## src/rtl/swmd5_pkg.sv

```systemverilog
// Shared types, constants and MD5 round tables for the sliding window MD5 search.
// No dependencies.
`timescale 1ns / 1ps

package swmd5_pkg;

   localparam int MAX_WINDOW_DEFAULT = 55;
   localparam int ROUNDS             = 64;

   localparam logic [5:0] WINDOW_LENGTH_RESET = 6'd19;

   // Register indexes of the configuration port
   localparam logic [1:0] CSR_WINDOW_LENGTH    = 2'd0;
   localparam logic [1:0] CSR_TARGET_HASH_HIGH = 2'd1;
   localparam logic [1:0] CSR_TARGET_HASH_LOW  = 2'd2;

   localparam logic [31:0] IV_A = 32'h67452301;
   localparam logic [31:0] IV_B = 32'hefcdab89;
   localparam logic [31:0] IV_C = 32'h98badcfe;
   localparam logic [31:0] IV_D = 32'h10325476;

   localparam logic [31:0] MD5_K [ROUNDS] = '{
      32'hd76aa478, 32'he8c7b756, 32'h242070db, 32'hc1bdceee,
      32'hf57c0faf, 32'h4787c62a, 32'ha8304613, 32'hfd469501,
      32'h698098d8, 32'h8b44f7af, 32'hffff5bb1, 32'h895cd7be,
      32'h6b901122, 32'hfd987193, 32'ha679438e, 32'h49b40821,
      32'hf61e2562, 32'hc040b340, 32'h265e5a51, 32'he9b6c7aa,
      32'hd62f105d, 32'h02441453, 32'hd8a1e681, 32'he7d3fbc8,
      32'h21e1cde6, 32'hc33707d6, 32'hf4d50d87, 32'h455a14ed,
      32'ha9e3e905, 32'hfcefa3f8, 32'h676f02d9, 32'h8d2a4c8a,
      32'hfffa3942, 32'h8771f681, 32'h6d9d6122, 32'hfde5380c,
      32'ha4beea44, 32'h4bdecfa9, 32'hf6bb4b60, 32'hbebfbc70,
      32'h289b7ec6, 32'heaa127fa, 32'hd4ef3085, 32'h04881d05,
      32'hd9d4d039, 32'he6db99e5, 32'h1fa27cf8, 32'hc4ac5665,
      32'hf4292244, 32'h432aff97, 32'hab9423a7, 32'hfc93a039,
      32'h655b59c3, 32'h8f0ccc92, 32'hffeff47d, 32'h85845dd1,
      32'h6fa87e4f, 32'hfe2ce6e0, 32'ha3014314, 32'h4e0811a1,
      32'hf7537e82, 32'hbd3af235, 32'h2ad7d2bb, 32'heb86d391
   };

   localparam int MD5_ROT [16] = '{7, 12, 17, 22, 5, 9, 14, 20,
                                   4, 11, 16, 23, 6, 10, 15, 21};

   typedef logic [15:0][31:0] swmd5_block_type;

   typedef struct packed {
      logic        valid;
      logic        checked;
      logic [31:0] start;
   } swmd5_meta_type;

   typedef struct packed {
      logic [31:0] a;
      logic [31:0] b;
      logic [31:0] c;
      logic [31:0] d;
   } swmd5_state_type;

   function automatic int md5_word_index(input int r);
      int g;
      if (r < 16)      g = r;
      else if (r < 32) g = (5 * r + 1) % 16;
      else if (r < 48) g = (3 * r + 5) % 16;
      else             g = (7 * r) % 16;
      return g;
   endfunction

   function automatic int md5_shift(input int r);
      return MD5_ROT[((r / 16) * 4) + (r % 4)];
   endfunction

   function automatic logic [31:0] byte_swap(input logic [31:0] x);
      return {x[7:0], x[15:8], x[23:16], x[31:24]};
   endfunction

endpackage

```

## src/rtl/swmd5_window.sv

```systemverilog
// Byte window shift line, fill and position counters, and MD5 block padding.
// Depends on swmd5_pkg.
`timescale 1ns / 1ps

module swmd5_window #(
   parameter int MAX_WINDOW = swmd5_pkg::MAX_WINDOW_DEFAULT
) (
   input  logic                     clock,
   input  logic                     reset,
   input  logic                     advance,
   input  logic                     accept,
   input  logic [7:0]               text_byte,
   input  logic                     stream_start,
   input  logic [5:0]               window_length,
   output swmd5_pkg::swmd5_block_type block_out,
   output swmd5_pkg::swmd5_meta_type  meta_out
);
   import swmd5_pkg::*;

   localparam int         IW   = $clog2(MAX_WINDOW);
   localparam int         FW   = $clog2(MAX_WINDOW + 1);
   localparam logic [5:0] MAXN = 6'(MAX_WINDOW);

   logic [7:0]      win_ff [MAX_WINDOW];
   logic [7:0]      win_in [MAX_WINDOW];
   logic [FW-1:0]   fill_ff, fill_in;
   logic [31:0]     pos_ff, pos_in, pos_cur;
   logic [5:0]      n_w;
   logic [7:0]      blk_w [64];
   swmd5_block_type block_ff, block_in;
   swmd5_meta_type  meta_ff, meta_in;

   always_comb begin
      int idx;
      idx = 0;
      if (window_length < 6'd2)      n_w = 6'd2;
      else if (window_length > MAXN) n_w = MAXN;
      else                           n_w = window_length;

      for (int i = 0; i < MAX_WINDOW - 1; i++) win_in[i] = win_ff[i + 1];
      win_in[MAX_WINDOW - 1] = text_byte;

      if (stream_start)                      fill_in = FW'(1);
      else if (fill_ff < FW'(MAX_WINDOW))    fill_in = fill_ff + FW'(1);
      else                                   fill_in = fill_ff;
      pos_cur = stream_start ? 32'd0 : pos_ff;
      pos_in  = pos_cur + 32'd1;

      for (int j = 0; j < 64; j++) begin
         idx = MAX_WINDOW - int'(n_w) + j;
         if (j < int'(n_w))       blk_w[j] = win_in[IW'(idx)];
         else if (j == int'(n_w)) blk_w[j] = 8'h80;
         else if (j == 56)        blk_w[j] = {n_w[4:0], 3'b000};
         else if (j == 57)        blk_w[j] = {7'b0000000, n_w[5]};
         else                     blk_w[j] = 8'h00;
      end
      for (int w = 0; w < 16; w++)
         block_in[w] = {blk_w[4*w+3], blk_w[4*w+2], blk_w[4*w+1], blk_w[4*w]};

      meta_in.valid   = accept;
      meta_in.checked = (32'(fill_in) >= 32'(n_w));
      meta_in.start   = pos_cur - 32'(n_w - 6'd1);
   end

   always_ff @(posedge clock) begin
      if (accept) begin
         win_ff <= win_in;
      end
      if (advance) begin
         block_ff        <= block_in;
         meta_ff.checked <= meta_in.checked;
         meta_ff.start   <= meta_in.start;
      end
      if (reset) begin
         fill_ff       <= '0;
         pos_ff        <= '0;
         meta_ff.valid <= 1'b0;
      end else begin
         if (accept) begin
            fill_ff <= fill_in;
            pos_ff  <= pos_in;
         end
         if (advance) meta_ff.valid <= meta_in.valid;
      end
   end

   assign block_out = block_ff;
   assign meta_out  = meta_ff;

endmodule

```

## config.mk

```make
export PLATFORM = sky130hd
export DESIGN_NAME = swmd5_window
export DESIGN_NICKNAME = d
export VERILOG_FILES = /design/src/rtl/swmd5_pkg.sv /design/src/rtl/swmd5_window.sv
export SDC_FILE = /design/constraint.sdc
export NUM_CORES = 2
export LEC_CHECK = 0
export BUFFER_PORTS_ARGS = -buffer_cell sky130_fd_sc_hd__buf_2
export CAP_MARGIN = 10
export CORE_ASPECT_RATIO = 0.9
export CORE_UTILIZATION = 45
export CTS_CLUSTER_SIZE = 24
export DETAILED_ROUTE_END_ITERATION = 10
export MAX_ROUTING_LAYER = met4
export PLACE_DENSITY_LB_ADDON = 0.12
export SLEW_MARGIN = 20
export SYNTH_ARGS = -nofsm -noshare
export SYNTH_HDL_FRONTEND = slang
export SYNTH_SLANG_ARGS = --single-unit
```

## constraint.sdc

```tcl
create_clock -name clock -period 13.55 [get_ports clock]
set_clock_uncertainty 0.1 [all_clocks]
set_input_delay 0.6775 -clock clock [delete_from_list [all_inputs] [get_ports clock]]
set_output_delay 0.6775 -clock clock [all_outputs]
set_load 0.02 [all_outputs]
```

==> results.yml <==
floorplanning:
  die_h_um: 386
  coreArea_sq_um: 162000
  dieWidth_um: 429
  initial_core_util_pct: 45.5
  rows: 140
  io-pin-count: 565
  die_area_sq_um: 166000
power_and_ir_drop:
  switchingPower_uw: 5150
  seq_power_share_pct: 32.5
  leakage_uw: 0.0325
  vdd_ir_drop_max_v: 0.000115
  pwr-share-clk_pct: 26.6
  p_sw_share_pct: 41.6
  internal-power_uw: 7220
  p_comb_share_pct: 40.9
  power_uw: 12400
  powerDensity_nw_per_um2: 149
yosys:
  yosysUniqueCellTypes: 94
  avgSynthCellArea_sq_um: 11.4
  synth-edff-count: 970
  yosys_warnings: 0
  async_reset_ff_share_pct: 0
  ys_ff_latch: 1009
  synthFlopType: "edfxtp_1"
  seq_area_frac_synth_pct: 40.6
  syn_area_sq_um: 73700
  post-synth-top-area-fraction_pct: 39.5
  yosys.area.top_type: "edfxtp_1"
  synthTopCellsByArea: "edfxtp_1 39%, mux2i_1 18%, mux4_2 11%"
  synthCells: 6480
place:
  dp_hpwl_um: 293000
  post-place-ws_ps: 5980
  place_congestion: 1.10
  port_buffers: 557
sta:
  timing.final.ws_setup_ps: 6540
  finalHoldViolations: 0
  relSlewSlack_pct: 10.9
  period_needed_ps: 7010
  rsz0062_at_grt: "no"
  final.period_utilization_pct: 51.7
  fmaxAchievable_mhz: 143
  final_max_slew_viol_count: 0
  tns_ps: 0
  worst_slew_pin_slew_ps: 1330
  hold_ws_ps: 56.7
  finalSetupViolCount: 0
global_routing:
  grt_pass1_wl_um: 504000
  overflow: 0
  grt_use_total_pct: 45.6
  antenna_found_initial: 31
  grt_pass1_vias: 59043
  grt_max_degree: 144
detailed_routing:
  via_per_inst: 7.16
  route.vias.total: 65243
  drc_errors: 0
  drt_first_pass_iters: 6
  final_antenna_net_count: 0
  drt-wirelength-per-cell_um: 41.4
  first_iter_violations: 10846
  wl_um: 378000
clock_network:
  clk_pin_slew_ps: 60
  clkLatencyLatePin_ps: 800
  cts_tree: "built"
  clockRootBuffer: "clkbuf_16"
  ctsResizeCount: 0
  post_cts_buffers: 0
  cts_sinks: 1009
  cts_buffer_depth: 3
  postCtsHoldBufs: 0
  cts_buffers: 109
  htree_levels: 3
critical_path:
  crit_fanout: 52
  crit_path_end_kind: "flop"
  crit_type: "in2reg"
  r2r_cells: 12
  startpoint_type: "primary input"
  cp_data_required_time_ps: 13950
  worstPathArrival_ps: 7410
flow_run:
  cap_violations: 0
hold_path:
  hold_class: "in2reg"
  hold_path_depth: 1
layout:
  layout.nets: 6908
  area_growth_pct: 12.2
  layout-drive-gt1-share_pct: 22.3
  fillers: 14311
run_status:
  status: "complete, no violations"
==> through the flow <==
stage	util, %	area, sq um	cells
final	51.0	82800	9115
after global routing	51.0	82800	9110
after CTS	50.9	82500	9063
after detailed placement	48.5	78700	8859
after global placement	48.5	78600	8858
after floorplan	-	73800	6486
==> cell usage after synthesis, types with 60 or more instances <==
library cell	n
a211oi_1	110
a21oi_1	229
a22o_1	63
a22oi_1	208
buf_1	60
buf_2	87
clkbuf_1	260
edfxtp_1	970
mux2_2	122
mux2i_1	1299
mux4_2	357
nand2_1	627
nand3_1	130
nor2_1	338
nor3_1	117
o21ai_0	99
o21ai_1	68
o22ai_1	314
xnor2_1	116
==> cells in the final DEF (no fill, tap or decap), types with 33 or more instances in the layout <==
cell,instances
mux2i_1,1272
edfxtp_1,970
nand2_1,627
buf_2,557
mux4_2,357
nor2_1,318
o22ai_1,314
a21oi_1,225
a22oi_1,208
buf_4,189
nand3_1,130
mux2_2,122
nor3_1,113
clkbuf_16,113
a211oi_1,110
o21ai_0,97
xnor2_1,96
o21ai_1,69
a22o_1,63
diode_2,48
a31oi_1,48
o221ai_1,40
ha_1,40
dfxtp_1,39
and2_1,38
and3_1,37
a221o_1,35
nor2b_1,34
inv_1,34
o211ai_1,33
==> flip-flops by register name, summed over array words and instances (netlist names) <==
name       flops
meta_out      34
win_ff       432
pos_ff        32
fill_ff        6
block_out    505
==> worst max-delay path, cell delays in order <==
cell      delay, ps
buf_2           380
buf_4           530
nand3_1         490
nand3_4         500
clkinv_8        330
ha_1            320
buf_4           300
nand2b_1        550
inv_6           500
buf_4           620
buf_4           830
mux2i_1         410
nor2_1           70
a211oi_1        600
o22ai_1         190
==> power by group through the flow <==
stage	sequential [uW]	combinational (uW)	clock, uW
floorplan	4280	2520	0
global placement	4070	4780	0
detailed placement	4070	4810	0
CTS	4010	4820	3300
global route	4040	5130	3410
finish	4020	5060	3290
==> final timing paths <==
path	start	endpoint	slack, ps
worst max register to register	pos_ff[0]	meta_out[24]	9850
worst max-delay path	window_length[5]	block_out[125]	6540
worst min-delay path	text_byte[0]	win_ff[0]	60
worst min register to register	win_ff[1]	win_ff[9]	390
==> routing by layer <==
metal  global-route usage (%)  routed length (um)  up-vias
li1                         -                   -    26691
met1                     57.5              145000    32970
met2                     61.2              152000     4707
met3                     17.4               52100      875
met4                     28.3               28500        0
met5                        -                   0        -
==> layout make-up <==
class / instances / area (sq um) / area share [%]
Multi-Input combinational cell: 4922 / 41700 / 50.3
Sequential cell: 1009 / 29900 / 36.1
Timing Repair Buffer: 755 / 4360 / 5.27
Clock buffer: 123 / 2870 / 3.46
Tap cell: 2130 / 2670 / 3.22
Clock inverter: 81 / 983 / 1.19
Inverter: 47 / 208 / 0.251
Antenna cell: 48 / 120 / 0.145
==> kinds of logic (layout without fill, tap and decap cells) <==
kind of cell | Yosys count | in the layout | share of synthesized area, %
other | 1 | 55 | 0.00508
adders and majority gates | 46 | 46 | 0.787
buffers and inverters | 555 | 1006 | 3.76
AOI/OAI and AO/OA | 1509 | 1509 | 14.1
and+or+nand+nor | 1440 | 1440 | 8.59
muxes | 1785 | 1785 | 30.5
xor gates and xnor gates | 135 | 135 | 1.67
DFF | 1009 | 1009 | 40.6
Note: power is estimated with default switching activity, not from simulation.
