==> src/rtl/swmd5_pkg.sv <==
// Shared types, constants and MD5 round tables for the sliding window MD5 search.
// No dependencies.
`timescale 1ns / 1ps

package swmd5_pkg;

   localparam int MAX_WINDOW_DEFAULT = 55;
   localparam int ROUNDS             = 64;

   localparam logic [5:0] WINDOW_LENGTH_RESET = 6'd19;

   // Register indexes of the configuration port
   localparam logic [1:0] CSR_WINDOW_LENGTH    = 2'd0;
   localparam logic [1:0] CSR_TARGET_HASH_HIGH = 2'd1;
   localparam logic [1:0] CSR_TARGET_HASH_LOW  = 2'd2;

   localparam logic [31:0] IV_A = 32'h67452301;
   localparam logic [31:0] IV_B = 32'hefcdab89;
   localparam logic [31:0] IV_C = 32'h98badcfe;
   localparam logic [31:0] IV_D = 32'h10325476;

   localparam logic [31:0] MD5_K [ROUNDS] = '{
      32'hd76aa478, 32'he8c7b756, 32'h242070db, 32'hc1bdceee,
      32'hf57c0faf, 32'h4787c62a, 32'ha8304613, 32'hfd469501,
      32'h698098d8, 32'h8b44f7af, 32'hffff5bb1, 32'h895cd7be,
      32'h6b901122, 32'hfd987193, 32'ha679438e, 32'h49b40821,
      32'hf61e2562, 32'hc040b340, 32'h265e5a51, 32'he9b6c7aa,
      32'hd62f105d, 32'h02441453, 32'hd8a1e681, 32'he7d3fbc8,
      32'h21e1cde6, 32'hc33707d6, 32'hf4d50d87, 32'h455a14ed,
      32'ha9e3e905, 32'hfcefa3f8, 32'h676f02d9, 32'h8d2a4c8a,
      32'hfffa3942, 32'h8771f681, 32'h6d9d6122, 32'hfde5380c,
      32'ha4beea44, 32'h4bdecfa9, 32'hf6bb4b60, 32'hbebfbc70,
      32'h289b7ec6, 32'heaa127fa, 32'hd4ef3085, 32'h04881d05,
      32'hd9d4d039, 32'he6db99e5, 32'h1fa27cf8, 32'hc4ac5665,
      32'hf4292244, 32'h432aff97, 32'hab9423a7, 32'hfc93a039,
      32'h655b59c3, 32'h8f0ccc92, 32'hffeff47d, 32'h85845dd1,
      32'h6fa87e4f, 32'hfe2ce6e0, 32'ha3014314, 32'h4e0811a1,
      32'hf7537e82, 32'hbd3af235, 32'h2ad7d2bb, 32'heb86d391
   };

   localparam int MD5_ROT [16] = '{7, 12, 17, 22, 5, 9, 14, 20,
                                   4, 11, 16, 23, 6, 10, 15, 21};

   typedef logic [15:0][31:0] swmd5_block_type;

   typedef struct packed {
      logic        valid;
      logic        checked;
      logic [31:0] start;
   } swmd5_meta_type;

   typedef struct packed {
      logic [31:0] a;
      logic [31:0] b;
      logic [31:0] c;
      logic [31:0] d;
   } swmd5_state_type;

   function automatic int md5_word_index(input int r);
      int g;
      if (r < 16)      g = r;
      else if (r < 32) g = (5 * r + 1) % 16;
      else if (r < 48) g = (3 * r + 5) % 16;
      else             g = (7 * r) % 16;
      return g;
   endfunction

   function automatic int md5_shift(input int r);
      return MD5_ROT[((r / 16) * 4) + (r % 4)];
   endfunction

   function automatic logic [31:0] byte_swap(input logic [31:0] x);
      return {x[7:0], x[15:8], x[23:16], x[31:24]};
   endfunction

endpackage

==> src/rtl/swmd5_round_cell.sv <==
// One MD5 round as a registered cell of the round chain.
// Depends on swmd5_pkg.
`timescale 1ns / 1ps

module swmd5_round_cell #(
   parameter int ROUND = 0
) (
   input  logic                     clock,
   input  logic                     reset,
   input  logic                     advance,
   input  swmd5_pkg::swmd5_state_type state_in,
   input  swmd5_pkg::swmd5_block_type block_in,
   input  swmd5_pkg::swmd5_meta_type  meta_in,
   output swmd5_pkg::swmd5_state_type state_out,
   output swmd5_pkg::swmd5_block_type block_out,
   output swmd5_pkg::swmd5_meta_type  meta_out
);
   import swmd5_pkg::*;

   localparam int          WIDX  = md5_word_index(ROUND);
   localparam int          SHIFT = md5_shift(ROUND);
   localparam logic [31:0] KCON  = MD5_K[ROUND];

   swmd5_state_type state_ff, state_in_w;
   swmd5_block_type block_ff;
   swmd5_meta_type  meta_ff;
   logic [31:0]     f_w, sum_w, rot_w;

   always_comb begin
      if (ROUND < 16)      f_w = (state_in.b & state_in.c) | (~state_in.b & state_in.d);
      else if (ROUND < 32) f_w = (state_in.d & state_in.b) | (~state_in.d & state_in.c);
      else if (ROUND < 48) f_w = state_in.b ^ state_in.c ^ state_in.d;
      else                 f_w = state_in.c ^ (state_in.b | ~state_in.d);
      sum_w = state_in.a + f_w + KCON + block_in[WIDX];
      rot_w = (sum_w << SHIFT) | (sum_w >> (32 - SHIFT));
      state_in_w.a = state_in.d;
      state_in_w.d = state_in.c;
      state_in_w.c = state_in.b;
      state_in_w.b = state_in.b + rot_w;
   end

   always_ff @(posedge clock) begin
      if (advance) begin
         state_ff      <= state_in_w;
         block_ff      <= block_in;
         meta_ff.checked <= meta_in.checked;
         meta_ff.start <= meta_in.start;
      end
      if (reset) begin
         meta_ff.valid <= 1'b0;
      end else if (advance) begin
         meta_ff.valid <= meta_in.valid;
      end
   end

   assign state_out = state_ff;
   assign block_out = block_ff;
   assign meta_out  = meta_ff;

endmodule

==> config.mk <==
export PLATFORM = sky130hd
export DESIGN_NAME = swmd5_round_cell
export DESIGN_NICKNAME = d
export VERILOG_FILES = /design/src/rtl/swmd5_pkg.sv /design/src/rtl/swmd5_round_cell.sv
export SDC_FILE = /design/constraint.sdc
export NUM_CORES = 1
export LEC_CHECK = 0
export BUFFER_PORTS_ARGS = -buffer_cell sky130_fd_sc_hd__buf_4
export CAP_MARGIN = 10
export CORE_AREA = 10 10 514 516
export CTS_CLUSTER_DIAMETER = 30
export DETAILED_ROUTE_END_ITERATION = 10
export DIE_AREA = 0 0 524 526
export GPL_TIMING_DRIVEN = 0
export PLACE_DENSITY_LB_ADDON = 0.08
export SYNTH_ARGS = -nofsm -noshare
export SYNTH_HDL_FRONTEND = slang
export SYNTH_SLANG_ARGS = --single-unit
==> constraint.sdc <==
create_clock -name clock -period 6.4 [get_ports clock]
set_input_delay 0.32 -clock clock [delete_from_list [all_inputs] [get_ports clock]]
set_output_delay 0.32 -clock clock [all_outputs]
set_load 0.05 [all_outputs]
==> impl_results.md, run 1 <==
- NetSw: between 7 and 8 mW
- Syn nets: roughly 2,200
- Root Buffer: clkbuf_16
- Yosys warning count: 0
- Total Routing Usage GR: 0.1241
- Post-synth EDFFs: ~670
- Die area: around 0.28 sq mm
- Comb pwr share: 0.255
- CTS tree: built
- IO Port Bufs: 1,350
- Crit Path Class: in2reg
- Initial DRT Pass Iterations: 6
- Reg clk slew, reported paths: roughly 40 ps
- Area grow syn2layout: 116.4%
- Finish-stage setup viols: 0
- Syn Std Cell Area: between 0.02 and 0.03 sq mm
- GRT overflow: 0
- Area contributors post-synth: edfxtp_1 79%, ha_1 4.4%, fa_1 2.6%
- Vias in the first global route: between 20,000 and 25,000
- Yosys top cell area share: 0.7924
- Max-cap violations: 0
- Clk_skew: 0 ps
- CTS Buffer Depth: 4
- DRT antenna net count: 0
- HP Class: in2reg
- Worst R2R Start: meta_out[33]$_SDFFE_PP0P_
- Sw Ratio: 0.3282
- Worst Setup End Kind: flop
- Largest net degree at the start of global routing: approximately 100
- Final hold violations: 0
- Status: complete, no violations
- Sink Count: slightly below 700
- Inserted Clock Buffers: approximately 290
- Layout cells sized above 1: 0.4471
- Number of vias in the routed layout: roughly 22,000
- Final instance area: around 0.055 sq mm
- Max FO, Critical Path: 6
- Pwr dens: ~430 mW/mm^2
- Peak supply drop: 0.1959 mV
- CP Launch Type: input pin
- Vias per inst: about 3.0
- Pint: about 16 mW
- Async set-reset flop share out of synthesis: 0
- Crit-path most repeated cell: a21oi_1
- Clock network fraction of total power: 0.508
- First-pass GRT wire length: approximately 230 mm
- Fmax: 0.1648 GHz
- Tightest Pin Transition: around 740 ps
- Leakage: approximately 23 nW
- Most frequent cell after synthesis: edfxtp_1
- Slew Limit Fails: 0
- Flop pwr share: 0.238
- HPWL after DPL: 146.5 mm
- Worst EP required: between 6000 and 7000 ps
- Remaining DRCs: 0
- Iteration-0 DRC count of the detailed router: 969
- FP Rows: ~190
- Starting density of the core: 0.1006
- Post-Route WL: 180.7 mm
- Seq/Total Area, Yosys: 0.7932
- Period utilization: 0.9479
- Cells after synthesis: between 1,000 and 1,500
- Syn Area/Cell: 18.34 sq um
- Launch point of the worst path: state_in[81]
- Post-place instance area: about 0.04 sq mm
- Chip Width: ~520 um
- Yosys cell types: 54
- Nets: between 4,000 and 5,000
- Fin Setup TNS: 0 ps
- Arrival @ worst endpoint: approximately 6600 ps
- Startpoint of the worst hold path: state_in[67]
- Antenna violations before repair: 104
- H-tree depth: 5
- Die height: 526 um
- # IOs: 1,351
- CP max stage cell: dlygate4sd3_1
- Synth Flop Type: edfxtp_1
- Area of the core: 0.2535 sq mm
- Tmin final: between 6000 and 7000 ps
- Total design power: approximately 24 mW
- Slew Limit Headroom: 0.5061
- Routability Congestion: 0.7350
- Commonest cells in the netlist: 673 x edfxtp_1, 136 x inv_1, 90 x ha_1, 59 x a21oi_1, 41 x nor2_1
- Worst path max stage delay: around 550 ps
- Worst skew pair latency: slightly above 800 ps
- Post-synth top area cell: edfxtp_1
- Worst-path cell chain: dlygate4sd3_1 -> buf_4 -> mux2_2 -> fa_1 -> ha_1 -> a21oi_1 -> o21ai_0 -> a21oi_1 -> o21ai_0 -> o311ai_0 -> a21oi_1 -> a21oi_1 -> ha_1 -> fa_1 -> a211oi_1 -> nor2_1 -> a21o_1 -> a21bo_2 -> a2111oi_4 -> o21a_1 -> o311ai_0
- Yosys reg bits: about 670
- WL per Instance: roughly 25 um
through the flow:
| step | setup slack, ps | utilization | std cells | hold WS [ps] |
|---|---|---|---|---|
| 6_report | 333.3 | 0.2177 | 7320 | 165.9 |
| 5_1_grt | -32.14 | 0.2176 | 7309 | 134.1 |
| 3_5_place_dp | -640.0 | 0.1580 | 6114 | 483.9 |
| 2_1_floorplan | 1209 | - | 1391 | 392.4 |
| 4_1_cts | 4.116 | 0.2167 | 7248 | 76.82 |
| 3_3_place_gp | -2613 | 0.1572 | 6107 | 482.9 |
flip-flops by register name, summed over array words and instances (netlist names):
register,cells
state_out,128
meta_out,34
block_out,512
power groups by stage:
stage                     sequential (mW)  clock (mW)  combinational, mW
final                                5.61        12.0               6.01
after global routing                 5.66        12.7               6.51
after CTS                            5.62        12.4               6.15
after detailed placement             5.66           0               5.71
after global placement               5.73           0               5.77
after floorplan                      7.20           0               1.83
metal layers:
metal | vias to the layer above | global-route usage | share of wire
met4 | 34 | 0.04346 | 0.036
met3 | 355 | 0.06617 | 0.12
met1 | 10593 | 0.1289 | 0.36
met2 | 1156 | 0.2120 | 0.48
li1 | 10105 | - | -
met5 | - | 0 | 0.0013
what timing repair did:
item                       CTS  global route
setup endpoints to repair    0             9
buffers inserted             0             1
gates resized for setup      0            12
hold buffers               644             0
hold endpoints to repair   689             0
critical path, delay by kind of cell:
kind / cells / cell delay [ps]
adders and majority gates: 4 / 1590
buffers and inverters: 2 / 780
muxes: 1 / 400
and+or+nand+nor: 1 / 220
AOI/OAI and AO/OA: 13 / 3260
path summary, 6_finish.rpt:
check / end / slack, ps / cells past startpoint
hold reg to reg: meta_out[33]$_SDFFE_PP0P_ / 1050 / 3
setup / recovery: state_out[94]$_DFFE_PP_ / 330 / 21
hold / removal: state_out[67]$_DFFE_PP_ / 170 / 3
setup reg to reg: meta_out[33]$_SDFFE_PP0P_ / 5260 / 3
cells by family (layout without fill, tap and decap cells):
| logic type | after synthesis | after routing | synth area share |
|---|---|---|---|
| XOR/XNOR | 49 | 49 | 0.01683 |
| adder cells (fa/ha/maj) | 123 | 123 | 0.07005 |
| other | 0 | 71 | 0 |
| flip-flops | 674 | 674 | 0.7932 |
| AO/OA/AOI/OAI | 198 | 198 | 0.05249 |
| multiplexers | 36 | 36 | 0.01486 |
| buffers and inverters | 151 | 2643 | 0.02222 |
| AND/OR/NAND/NOR | 160 | 160 | 0.03037 |
cell type report:
cell class                 instances  area [sq um]
antenna                           71         177.7
buffer                            15         56.30
clock buffer                     367          7589
clock inverter                   123         850.8
fill                           27256        198300
inverter                         136         510.5
multi-input combinational        566          4772
sequential                       674         20230
tap                             3366          4212
timing repair buffer            2002         16790
placed cells by master, fill, tap and decap left out, types with 6 or more instances in the layout:
cell	synthesis	routed
nor3_1	26	26
clkbuf_16	0	292
clkinv_8	0	8
dlygate4sd3_1	0	644
fa_1	33	33
a21oi_1	59	58
o21ai_0	27	27
ha_1	90	90
o21a_1	14	14
clkinv_1	0	70
xnor2_1	35	35
clkinv_2	0	27
o21bai_1	11	11
mux2i_1	21	19
nor2b_1	7	7
buf_4	0	1350
diode_2	0	71
nand3_1	20	20
clkbuf_1	15	90
nor2_1	41	41
buf_16	0	7
edfxtp_1	673	673
a21o_1	27	27
xor2_1	14	14
nand2_1	33	33
nand4_1	10	10
o211ai_1	8	8
mux2_2	15	15
nand2b_1	6	6
inv_1	136	136
No activity file was read; power rests on OpenSTA's default activity.
==> inputs of run 2 (changes only) <==
CORE_AREA = 10 10 525 527   (was 10 10 514 516)
DIE_AREA = 0 0 535 537   (was 0 0 524 526)
==> impl_results.md, run 2 (synthesized netlist as in run 1, its figures left out) <==
- Total design power: 23.81 mW (+0.90%)
- Status: complete, no violations
- Tightest Pin Transition: 878.5 ps (+137.6 ps)
- Final WS setup: 356.4 ps (+23.11 ps)
- First-pass GRT wire length: 231.1 mm (-0.65%)
- CP max stage cell: dlygate4sd3_1
- Antenna violations before repair: 71 (-32%)
- Worst skew pair latency: 870 ps (+50 ps)
- Initial DRT Pass Iterations: 4 (-2)
- Number of vias in the routed layout: 22,140 (-0.46%)
- Post-Route WL: 178.9 mm (-0.99%)
- Fmax: 0.1655 GHz (+0.38%)
- Most common cell after layout, fill and taps aside: buf_4
- # IOs: 1,351 (unchanged)
- Worst path max stage delay: 530 ps (-20 ps)
- Vias in the first global route: 24,545 (-0.93%)
- Total Routing Usage GR: 0.1175 (-0.006537)
- Leakage: 22.82 nW (+0.39%)
- Sink Count: 674 (unchanged)
- Crit Path Class: in2reg
- Max-cap violations: 0 (unchanged)
- Slew Limit Headroom: 0.4143 (-0.09173)
- Commonest non-fill, non-tap cells in the layout: 1,352 x buf_4, 673 x edfxtp_1, 644 x dlygate4sd3_1
- Worst path bufs/invs: 5 (+3)
- RSZ-0062 raised after global routing: false
- Inserted Clock Buffers: 283 (-0.70%)
- Max reg flops: 512 (unchanged)
- Die height: 537 um (+2.1%)
- WL per Instance: 23.98 um (-2.8%)
- Max FO, Critical Path: 8 (+2)
- GRT overflow: 0 (unchanged)
- CTS tree: built
- Routability Congestion: 0.7275 (-1.0%)
- Largest net degree at the start of global routing: 101 (unchanged)
- Clk_skew: 0 ps (unchanged)
- Die area: 0.2873 sq mm (+4.2%)
- H-tree depth: 5 (unchanged)
- Remaining DRCs: 0 (unchanged)
- Cell class contributing the biggest share of worst-path delay: compound AO/OA/AOI/OAI gates
- Area grow syn2layout: 117.7%
- DRT antenna net count: 0 (unchanged)
- Starting density of the core: 0.09638 (-0.004242)
- Iteration-0 DRC count of the detailed router: 815 (-16%)
- Worst Setup End Kind: flop
- Reg clk slew, reported paths: 30 ps (about the same)
- Final hold violations: 0 (unchanged)
- Arrival @ worst endpoint: 6570 ps (-30 ps)
- Pwr dens: 428.8 mW/mm^2 (+0.30%)
- Period utilization: 0.9443 (-0.003611)
- Area of the core: 0.2646 sq mm (+4.4%)
- IO Port Bufs: 1,350 (unchanged)
- Chip Width: 535 um (+2.1%)
- Peak supply drop: 0.2860 mV (+46%)
- HP Class: in2reg
- Post-placement setup slack: -880.2 ps (-240.2 ps)
- HPWL after DPL: 146.2 mm (-0.23%)
- FP Rows: 189 (+2.2%)
- Worst EP required: 6920 ps (about the same)
- Layout cells sized above 1: 0.4450 (-0.002090)
- Slew Limit Fails: 0 (unchanged)
- FILL cells: 28,698 (+5.3%)
- CTS Buffer Depth: 4 (unchanged)
- CP Launch Type: input pin
- Finish-stage setup viols: 0 (unchanged)
- Crit-path most repeated cell: ha_1
- Tmin final: 6044 ps (-23.11 ps)
- Root Buffer: clkbuf_16
- Nets: 4,480 (unchanged)
- Vias per inst: 2.968 (-2.3%)
==> run 2: path summary, 6_finish.rpt <==
check | from | end | slack (ps) | cells after the start
worst max-delay path | state_in[33] | state_out[95]$_DFFE_PP_ | 360 | 25
worst min-delay path | state_in[72] | state_out[72]$_DFFE_PP_ | 150 | 3
worst max register to register | meta_out[33]$_SDFFE_PP0P_ | meta_out[33]$_SDFFE_PP0P_ | 5250 | 3
worst min register to register | meta_out[33]$_SDFFE_PP0P_ | meta_out[33]$_SDFFE_PP0P_ | 1060 | 3
==> run 2: report_power, final <==
group          total, mW  internal [mW]  leakage (nW)  switching [mW]
Sequential          5.61           5.47          6.59           0.136
Clock               12.2           8.42          4.15            3.77
Combinational       6.01           2.05          12.1            3.96
Total               23.8           15.9          22.8            7.86
==> run 2: per-layer routing <==
layer,global-route usage,vias to the layer above,share of wire
li1,-,10079,-
met1,0.1263,10575,0.37
met2,0.2056,1117,0.50
met3,0.05728,331,0.11
met4,0.03057,38,0.024
met5,0,-,0.0013
==> run 2: worst reg2reg max path: cells and delay by family (launching register included) <==
| kind | cells | cell delay, ps |
|---|---|---|
| buffers and inverters | 1 | 550 |
| flip-flops | 1 | 300 |
| multiplexers | 1 | 120 |
| AND/OR/NAND/NOR | 1 | 60 |
==> run 2: what timing repair did <==
item,in CTS,in global routing
gates resized for setup,0,11
hold buffers,644,0
setup endpoints to repair,1,6
endpoints found under the hold margin,663,0
buffers inserted,2,1
pin swaps,1,1
==> run 2: metrics by stage <==
| step | hold slack (ps) | util | instances | setup TNS, ps | area, sq um |
|---|---|---|---|---|---|
| after floorplan | 392.4 | - | 1391 | 0 | 25500 |
| after global placement | 492.1 | 0.1514 | 6274 | -1632640 | 40060 |
| after detailed placement | 489.7 | 0.1522 | 6282 | -7395 | 40290 |
| after CTS | 63.05 | 0.2092 | 7423 | 0 | 55360 |
| after global routing | 120.0 | 0.2097 | 7446 | 0 | 55480 |
| final | 145.6 | 0.2098 | 7460 | 0 | 55520 |
==> run 2: layout make-up <==
type / instances / area, sq um / share of cell area
antenna: 37 / 92.59 / 0.001668
buffer: 14 / 52.55 / 0.0009466
clock buffer: 372 / 7522 / 0.1355
clock inverter: 123 / 1087 / 0.01958
inverter: 136 / 510.5 / 0.009195
multi-input combinational: 566 / 4771 / 0.08593
sequential: 674 / 20230 / 0.3644
tap: 3533 / 4420 / 0.07962
timing repair buffer: 2005 / 16830 / 0.3032
==> inputs of run 3 (changes only) <==
BUFFER_PORTS_ARGS = -buffer_cell sky130_fd_sc_hd__clkbuf_2   (was -buffer_cell sky130_fd_sc_hd__buf_4)
REMOVE_ABC_BUFFERS = 1   (was default)
==> impl_results.md, run 3 (synthesized netlist as in run 1, its figures left out) <==
- Startpoint of the worst hold path: state_in[76]
- Inserted Clock Buffers: 274 (-3.2%)
- Routability Congestion: 0.7201 (-1.0%)
- Clk_skew: 0 ps (unchanged)
- Arrival @ worst endpoint: 6600 ps (+30 ps)
- Clock network fraction of total power: 0.517 (+0.005)
- Sink Count: 674 (unchanged)
- Setup bufs post-CTS: 0 (-2)
- Total Routing Usage GR: 0.1143 (-0.003210)
- Worst R2R Path Depth: 3 (unchanged)
- Busiest grt layer: met2
- CP Launch Type: input pin
- R2R Path End: meta_out[33]$_SDFFE_PP0P_
- Finish-stage setup viols: 0 (unchanged)
- Slew Limit Headroom: 0.3435 (-0.07080)
- Post-Route WL: 174.0 mm (-2.7%)
- NetSw: 7.692 mW (-2.2%)
- Initial DRT Pass Iterations: 4 (unchanged)
- Hold Path Stages: 1 (-2)
- HPWL after DPL: 142.6 mm (-2.5%)
- WL per Instance: 23.43 um (-2.3%)
- DP Cell Count: 6,267 (-0.24%)
- Max reg flops: 512 (unchanged)
- Worst Setup End Kind: flop
- Period utilization: 0.9521 (+0.007749)
- Commonest non-fill, non-tap cells in the layout: 1,349 x clkbuf_2, 673 x edfxtp_1, 641 x dlygate4sd3_1
- DRT antenna net count: 0 (unchanged)
- FP Rows: 189 (unchanged)
- Nets: 4,451 (-0.65%)
- Vias in the first global route: 24,339 (-0.84%)
- Worst skew pair latency: 810 ps (-60 ps)
- Tightest Pin Transition: 957.3 ps (+78.81 ps)
- Layout cells sized above 1: 0.4481 (+0.003083)
- Flop pwr share: 0.241 (+0.005)
- Post-place instance area: 0.03685 sq mm (-8.5%)
- FILL cells: 28,897 (+0.69%)
- Die height: 537 um (unchanged)
- Antenna violations before repair: 79 (+11%)
- Sw Ratio: 0.3311 (+0.0008145)
- Grt met2 use: 0.1930 (-0.01257)
- R2R Setup Slk: 5260 ps (about the same)
- Status: complete, no violations
- Root Buffer: clkbuf_16
- Max FO, Critical Path: 5 (-3)
- Crit Path Class: in2reg
- Worst Hold End: state_out[44]$_DFFE_PP_
- Area of the core: 0.2646 sq mm (unchanged)
- Remaining DRCs: 0 (unchanged)
- Met3 GRT Util: 0.05632 (-0.0009580)
- Max-cap violations: 0 (unchanged)
- Largest net degree at the start of global routing: 94 (-6.9%)
- Tmin final: 6093 ps (+49.59 ps)
- Peak supply drop: 0.1929 mV (-33%)
- Iteration-0 DRC count of the detailed router: 928 (+14%)
- GRT overflow: 0 (unchanged)
- CTS Buffer Depth: 4 (unchanged)
- Slew Limit Fails: 0 (unchanged)
- Final hold violations: 0 (unchanged)
- CTS tree: built
- Worst R2R Start: meta_out[33]$_SDFFE_PP0P_
- Final std cells w/o fill: 7,425 (-0.47%)
- # IOs: 1,351 (unchanged)
- IO Port Bufs: 1,350 (unchanged)
- Chip Width: 535 um (unchanged)
- Comb pwr share: 0.241 (-0.012)
- Area grow syn2layout: 103.1%
- Pwr dens: 448.5 mW/mm^2 (+4.6%)
- Grt met1 use: 0.1241 (-0.002202)
- Leakage: 21.83 nW (-4.3%)
- Most common cell after layout, fill and taps aside: clkbuf_2
- Vias per inst: 2.978 (+0.34%)
- Die area: 0.2873 sq mm (unchanged)
- HP Class: in2reg
- Reg clk slew, reported paths: 40 ps (about the same)
- First-pass GRT wire length: 225.5 mm (-2.4%)
- Pint: 15.54 mW (-2.5%)
- Final instance area: 0.05180 sq mm (-6.7%)
- Starting density of the core: 0.09638 (unchanged)
- Number of vias in the routed layout: 22,111 (-0.13%)
- Worst EP required: 6910 ps (about the same)
- Fmax: 0.1641 GHz (-0.81%)
- H-tree depth: 5 (unchanged)
[run 3: cell types whose count changed in the layout (fill, tap and decap cells not counted), sizes merged]
cell / previous run / this run
clkinv: 107 / 104
clkinvlp: 0 / 2
clkbuf: 386 / 1704
bufinv: 7 / 13
diode: 37 / 31
inv: 145 / 149
dlygate4sd3: 644 / 641
buf: 1361 / 8
[run 3: metrics by stage]
stage                     power (mW)  hold WS, ps  setup TNS [ps]  worst slack, ps    util
final                          23.23        69.75               0            306.8  0.1958
after detailed placement       10.99        484.4           -7465           -765.4  0.1393
after floorplan                9.035        392.4               0             1209       -
after CTS                      23.77        13.62               0            10.39  0.1953
after global routing           24.42        3.321          -10.30           -10.30  0.1957
after global placement         11.20        488.3        -6601290           -10040  0.1384
[run 3: critical path: stages]
cell	delay, ps
dlygate4sd3_1	560
clkbuf_2	310
mux2i_1	160
fa_1	390
inv_1	80
fa_1	470
ha_1	430
nand3_1	130
o41ai_1	830
o311ai_0	230
a21oi_1	220
a21oi_2	100
ha_1	240
fa_1	430
a211oi_1	230
nor2_1	130
a21o_1	240
a21bo_2	310
a2111oi_4	380
o21a_1	240
o311ai_1	150
[run 3: worst max-delay path by stage]
stage                       from                       end  slack, ps  cells past startpoint
floorplan           state_in[65]   state_out[94]$_DFFE_PP_       1210                     21
finish              state_in[80]   state_out[94]$_DFFE_PP_        310                     21
CTS                 state_in[80]   state_out[94]$_DFFE_PP_         10                     23
global route        state_in[80]   state_out[94]$_DFFE_PP_        -10                     22
global placement         advance  block_out[226]$_DFFE_PP_     -10040                      1
detailed placement  state_in[66]   state_out[94]$_DFFE_PP_       -770                     22
[run 3: cell type report]
type	instances	area, sq um	share of cell area
timing repair buffer	1999	13400	0.2587
sequential	674	20230	0.3905
clock buffer	354	7263	0.1402
antenna	31	77.57	0.001498
inverter	136	510.5	0.009855
tap	3533	4420	0.08534
clock inverter	132	1149	0.02217
multi-input combinational	566	4748	0.09167
[run 3: power groups by stage]
stage	clock, mW	sequential [mW]	combinational (mW)
2_1_floorplan	0	7.20	1.83
3_3_place_gp	0	5.81	5.39
3_5_place_dp	0	5.66	5.32
4_1_cts	12.4	5.61	5.76
5_1_grt	12.7	5.65	6.07
6_report	12.0	5.61	5.61
[run 3: layer usage]
metal  wire length [um]  vias to the layer above
li1                   -                    10004
met1              65470                    10620
met2              84170                     1114
met3              17910                      321
met4               6104                       52
met5                347                        -
[run 3: timing repair]
action | 4_1_cts | 5_1_grt
hold buffers | 641 | 0
hold endpoints to repair | 645 | 0
gates resized for setup | 0 | 9
setup endpoints to repair | 0 | 6
